==> src/rtl/dfam_pkg.sv <==
// Shared types and constants for the DFA state minimizer.
// Used by dfam_ctrl, dfam_dp and dfa_state_minimizer_top; no dependencies.
package dfam_pkg;

  // Sizes follow from the fixed field widths of the item (6-bit states, 5-bit symbols).
  localparam int MaxStates  = 64;
  localparam int MaxSymbols = 32;
  localparam int StateW     = 6;
  localparam int SymW       = 5;
  localparam int CountW     = 7;
  localparam int EntryW     = StateW + 1;
  localparam int StoreDepth = MaxStates * MaxSymbols;
  localparam int LabelDepth = 2 * MaxStates;
  localparam int InDataW    = 24;
  localparam int OutDataW   = 24;
  localparam int CfgDataW   = 7;

  typedef enum logic [1:0] {
    OP_LOAD = 2'd0,
    OP_MIN  = 2'd1,
    OP_READ = 2'd2
  } op_e;

  typedef enum logic {
    CFG_STATE_COUNT  = 1'b0,
    CFG_SYMBOL_COUNT = 1'b1
  } cfg_idx_e;

  // Which memory ports the datapath drives this cycle.
  typedef enum logic [2:0] {
    RD_NONE,
    RD_LBL_TS,
    RD_STORE_TS,
    RD_LBL_TGT,
    RD_FIN,
    RD_ITEM,
    RD_REP_TGT
  } rd_sel_e;

  typedef struct packed {
    logic    capture;
    logic    store_we;
    logic    init_begin;
    logic    init_step;
    logic    round_start;
    logic    round_end;
    logic    class_write;
    logic    t_next;
    logic    c_begin;
    logic    c_next;
    logic    fin_write;
    logic    out_load_run;
    logic    out_load_read;
    rd_sel_e rd_sel;
  } dfam_cmd_t;

  typedef struct packed {
    logic t_eq_s;
    logic isrep_t;
    logic lbl_eq;
    logic sym_eq;
    logic c_last;
    logic s_last;
    logic stop;
    logic fin_last;
  } dfam_sts_t;

endpackage

==> src/rtl/dfam_ctrl.sv <==
// Controller of the DFA minimizer: handshakes and the refinement sequencer.
// Depends on dfam_pkg; drives dfam_dp through command and status structs.
module dfam_ctrl (
  input  logic                rst_ni,
  input  logic                clk_i,
  input  logic                in_valid_i,
  output logic                in_ready_o,
  input  logic [1:0]          in_op_i,
  output logic                out_valid_o,
  input  logic                out_ready_i,
  output dfam_pkg::dfam_cmd_t cmd_o,
  input  dfam_pkg::dfam_sts_t sts_i
);
  import dfam_pkg::*;

  typedef enum logic [3:0] {
    ST_IDLE, ST_INIT, ST_RSTART, ST_TCHK, ST_LCMP, ST_SRD, ST_STGT, ST_SCMP,
    ST_WR, ST_REND, ST_FRD, ST_FWR, ST_DONE, ST_RDA, ST_RDB, ST_RDOUT
  } state_e;

  state_e state_q, state_d;
  logic   in_xfer, out_free, load_out;

  assign in_ready_o = (state_q == ST_IDLE);
  assign in_xfer    = in_valid_i && in_ready_o;
  assign out_free   = !out_valid_o || out_ready_i;

  always_comb begin
    cmd_o    = '0;
    cmd_o.rd_sel = RD_NONE;
    state_d  = state_q;
    load_out = 1'b0;
    unique case (state_q)
      ST_IDLE: begin
        if (in_xfer) begin
          cmd_o.capture = 1'b1;
          case (op_e'(in_op_i))
            OP_LOAD: cmd_o.store_we = 1'b1;
            OP_MIN: begin
              cmd_o.init_begin = 1'b1;
              state_d = ST_INIT;
            end
            OP_READ: state_d = ST_RDA;
            default: ;
          endcase
        end
      end
      ST_INIT: begin
        cmd_o.init_step = 1'b1;
        if (sts_i.s_last) state_d = ST_RSTART;
      end
      ST_RSTART: begin
        cmd_o.round_start = 1'b1;
        state_d = ST_TCHK;
      end
      ST_TCHK: begin
        if (sts_i.t_eq_s) begin
          state_d = ST_WR;
        end else if (!sts_i.isrep_t) begin
          cmd_o.t_next = 1'b1;
        end else begin
          cmd_o.rd_sel = RD_LBL_TS;
          state_d = ST_LCMP;
        end
      end
      ST_LCMP: begin
        if (!sts_i.lbl_eq) begin
          cmd_o.t_next = 1'b1;
          state_d = ST_TCHK;
        end else begin
          cmd_o.c_begin = 1'b1;
          state_d = ST_SRD;
        end
      end
      ST_SRD: begin
        cmd_o.rd_sel = RD_STORE_TS;
        state_d = ST_STGT;
      end
      ST_STGT: begin
        cmd_o.rd_sel = RD_LBL_TGT;
        state_d = ST_SCMP;
      end
      ST_SCMP: begin
        if (!sts_i.sym_eq) begin
          cmd_o.t_next = 1'b1;
          state_d = ST_TCHK;
        end else if (sts_i.c_last) begin
          state_d = ST_WR;
        end else begin
          cmd_o.c_next = 1'b1;
          state_d = ST_SRD;
        end
      end
      ST_WR: begin
        cmd_o.class_write = 1'b1;
        state_d = sts_i.s_last ? ST_REND : ST_TCHK;
      end
      ST_REND: begin
        cmd_o.round_end = 1'b1;
        state_d = sts_i.stop ? ST_FRD : ST_RSTART;
      end
      ST_FRD: begin
        cmd_o.rd_sel = RD_FIN;
        state_d = ST_FWR;
      end
      ST_FWR: begin
        cmd_o.fin_write = 1'b1;
        state_d = sts_i.fin_last ? ST_DONE : ST_FRD;
      end
      ST_DONE: begin
        if (out_free) begin
          cmd_o.out_load_run = 1'b1;
          load_out = 1'b1;
          state_d  = ST_IDLE;
        end
      end
      ST_RDA: begin
        cmd_o.rd_sel = RD_ITEM;
        state_d = ST_RDB;
      end
      ST_RDB: begin
        cmd_o.rd_sel = RD_REP_TGT;
        state_d = ST_RDOUT;
      end
      ST_RDOUT: begin
        if (out_free) begin
          cmd_o.out_load_read = 1'b1;
          load_out = 1'b1;
          state_d  = ST_IDLE;
        end
      end
      default: state_d = ST_IDLE;
    endcase
  end

  always_ff @(posedge clk_i or negedge rst_ni) begin
    if (!rst_ni) begin
      state_q     <= ST_IDLE;
      out_valid_o <= 1'b0;
    end else begin
      state_q <= state_d;
      if (load_out) begin
        out_valid_o <= 1'b1;
      end else if (out_ready_i) begin
        out_valid_o <= 1'b0;
      end
    end
  end

endmodule

==> config.mk <==
export PLATFORM = sky130hd
export DESIGN_NAME = dfam_ctrl
export DESIGN_NICKNAME = d
export VERILOG_FILES = /design/src/rtl/dfam_pkg.sv /design/src/rtl/dfam_ctrl.sv
export SDC_FILE = /design/constraint.sdc
export NUM_CORES = 1
export LEC_CHECK = 0
export BUFFER_PORTS_ARGS = -buffer_cell sky130_fd_sc_hd__buf_2
export CAP_MARGIN = 30
export CORE_MARGIN = 2
export CORE_UTILIZATION = 44
export CTS_CLUSTER_DIAMETER = 30
export DETAILED_ROUTE_END_ITERATION = 10
export GPL_TIMING_DRIVEN = 0
export PLACE_DENSITY = 0.76
export SLEW_MARGIN = 10
export SYNTH_ARGS = -nofsm -noshare
export SYNTH_HDL_FRONTEND = slang
export SYNTH_SLANG_ARGS = --single-unit
==> constraint.sdc <==
create_clock -name clk_i -period 2 [get_ports clk_i]
set_clock_uncertainty 0.15 [all_clocks]
set_input_delay 0.4 -clock clk_i [delete_from_list [all_inputs] [get_ports clk_i]]
set_output_delay 0.4 -clock clk_i [all_outputs]
set_load 0.005 [all_outputs]
==> reports/qor.yml <==
detailed_routing:
  ant_nets: 0
  vias_per_cell: 5.90
  drt_iter0_markers: 43
  wire_per_inst_um: 13.7
  drt-total-wl_um: 2110
  via_count: 908
  drc: 0
  dr.pass1.iters: 4
power_and_ir_drop:
  power_frac_comb_pct: 76.5
  power_density_nw_per_um2: 1470
  internal-power_uw: 757
  p_seq_share_pct: 15.2
  ir_worst_vdd_uv: 837
  p_sw_share_pct: 48.0
  p_sw_uw: 698
  p_clk_share_pct: 8.3
  leakage_uw: 0.000495
cells_and_area:
  syn2layout_area_growth_pct: 54.4
  final_nets: 154
  mostFrequentLayoutCells: "buf_2, nand2_1, buf_4, nor2_1"
  num_antenna_cells: 0
  layout_commonest_cell: "buf_2"
  multi_input_area_um2: 509
  utilization_pct: 74.0
  fill_cells: 108
  regArea_um2: 128
  drive_gt1_share_pct: 47.5
grt:
  grt_max_degree: 11
  grt_pass1_vias: 715
  grt_usage_pct: 21.7
  antenna_found_initial: 0
  grt_pass1_wl_um: 2970
  grt_remaining_overflow: 0
floorplan:
  dieWidth_um: 42.1
  rows: 13
  dieArea_um2: 1770
  start_util_pct: 47.9
  die_y_um: 42.1
  coreArea_um2: 1330
  io_pins: 32
hold_path:
  min_path_type: "in2async"
clock_network:
  clockBufferDepth: 2
  clk_latency_ns: 0.25
  h-tree-depth: 1
  clock-root-buffer: "clkbuf_4"
  clkTransAtPathRegs_ns: 0.04
  cts_tree: "done"
  numCtsBuffers: 3
  clock_sinks: 5
synthesis:
  avgSynthCellArea_um2: 6.73
  synth_ff_type: "dfrtp_1"
  syn-num-nets: 109
  post_synth_num_cell_types: 34
  synth_cells: 95
  synth_seq_cells: 5
  synth_edf_count: 0
  ys_seq_area_share_pct: 19.6
  async_flop_share_pct: 100
  synth_area_um2: 639
  yosysWarnings: 0
placed_design:
  preCtsSetupSlack_ns: -0.0252
  hpwl_um: 1420
  place.gp.congestion: 0.828
  portBuffers: 31
run:
  max_cap_violations: 0
outcome:
  violations: "negative setup slack"
  outcome: "complete, but fails checks"
worst_setup_path:
  critPathCaptureType: "output pin"
  start_kind: "register"
  crit_chain: "buf_6, nor4_4, nand2_2, nor3b_2, buf_2"
  required_ns: 1.45
  arrival_ns: 1.50
  slowest_delay_ns: 0.37
  crit_slowest_cell: "dfrtp_1"
  cp_max_fo: 7
  crit_type: "reg2out"
timing:
  slew_headroom_pct: 80.6
  fin_ws_ns: -0.0463
  grt_setup_unrepaired: "yes"
  fmax_mhz: 489
  worstMarginPinSlew_ns: 0.289
  timing.final.crit_share_pct: 102
  finalSetupViolCount: 6
  finalHoldViolCount: 0
  drv_slew: 0
  fin_crit_ns: 2.05
## registers in the layout, indices dropped and copies added (netlist names)
name / cells
state_q: 4
out_valid_o: 1
## per-layer routing
layer,vias up,wire length [um],track usage [%]
met5,-,0,0
li1,428,-,-
met3,9,214,6.90
met1,417,882,27.8
met4,0,31,8.13
met2,54,982,34.1
## path summary, 6_finish.rpt
kind,to,startpoint,slack (ns),cells after the start
max,cmd_o[13],state_q[2]$_DFFE_PN0P_,-0.05,5
min,out_valid_o$_DFFE_PN0P_,rst_ni,0.34,2
max reg2reg,state_q[1]$_DFFE_PN0P_,state_q[3]$_DFFE_PN0P_,0.05,5
min reg2reg,out_valid_o$_DFFE_PN0P_,out_valid_o$_DFFE_PN0P_,0.41,2
max in group asynchronous,state_q[3]$_DFFE_PN0P_,rst_ni,1.22,2
min in group clk_i,out_valid_o$_DFFE_PN0P_,out_ready_i,0.34,3
## final cells by class
| type | count | area share, % |
|---|---|---|
| Buffer | 7 | 6.97 |
| Clock buffer | 4 | 2.66 |
| Inverter | 3 | 1.14 |
| Multi-Input combinational cell | 80 | 51.6 |
| Sequential cell | 5 | 12.9 |
| Tap cell | 15 | 1.90 |
| Timing Repair Buffer | 40 | 22.8 |
## synthesized netlist by cell type (3+ instances only)
library cell	count	area, um2
nand2_1	14	52.6
o21ai_0	10	50.1
nor2_1	8	30.0
nor3_1	8	40.0
a21oi_1	7	35.0
dfrtp_1	5	125
nand2b_1	4	25.0
buf_2	3	15.0
inv_1	3	11.3
nand3b_1	3	22.5
## worst max-delay path: cells and delay by family, from the launching register on
kind / cells / cell delay [ns]
and+or+nand+nor: 3 / 0.61
buffers and inverters: 2 / 0.26
DFF: 1 / 0.37
## power groups by stage
stage | Combinational, uW | Clock, uW | Sequential [uW]
final | 1110 | 121 | 221
after global routing | 1190 | 134 | 227
after CTS | 953 | 122 | 212
after detailed placement | 864 | 0 | 201
after global placement | 856 | 0 | 199
after floorplan | 629 | 0 | 192
## logic make-up after synthesis
logic type	after synthesis	share of synthesized area (%)
AO/OA/AOI/OAI	27	25.8
XOR/XNOR	1	1.37
buffers and inverters	10	7.63
flip-flops	5	19.6
multiplexers	2	4.11
AND/OR/NAND/NOR	50	41.5
## per-stage QoR
step | hold WS (ns) | setup TNS (ns) | instances | power (uW) | cell area (um2)
3_5_place_dp | 0.0700 | -0.0360 | 141 | 1070 | 813
2_1_floorplan | -0.0456 | 0 | 95 | 820 | 639
3_3_place_gp | 0.0654 | -0.00350 | 141 | 1050 | 813
5_1_grt | 0.335 | -0.707 | 154 | 1550 | 987
4_1_cts | 0.339 | -0.209 | 150 | 1290 | 916
6_report | 0.336 | -0.149 | 154 | 1460 | 987
## timing repair
| item | CTS | global route |
|---|---|---|
| gates resized for setup | 14 | 17 |
| setup endpoints to repair | 10 | 13 |
| cloned | 0 | 0 |
| hold buffers | 1 | 0 |
| pin swaps | 4 | 2 |
| buffers inserted | 4 | 4 |
| endpoints found under the hold margin | 5 | 0 |
No activity file was read; power rests on OpenSTA's default activity.
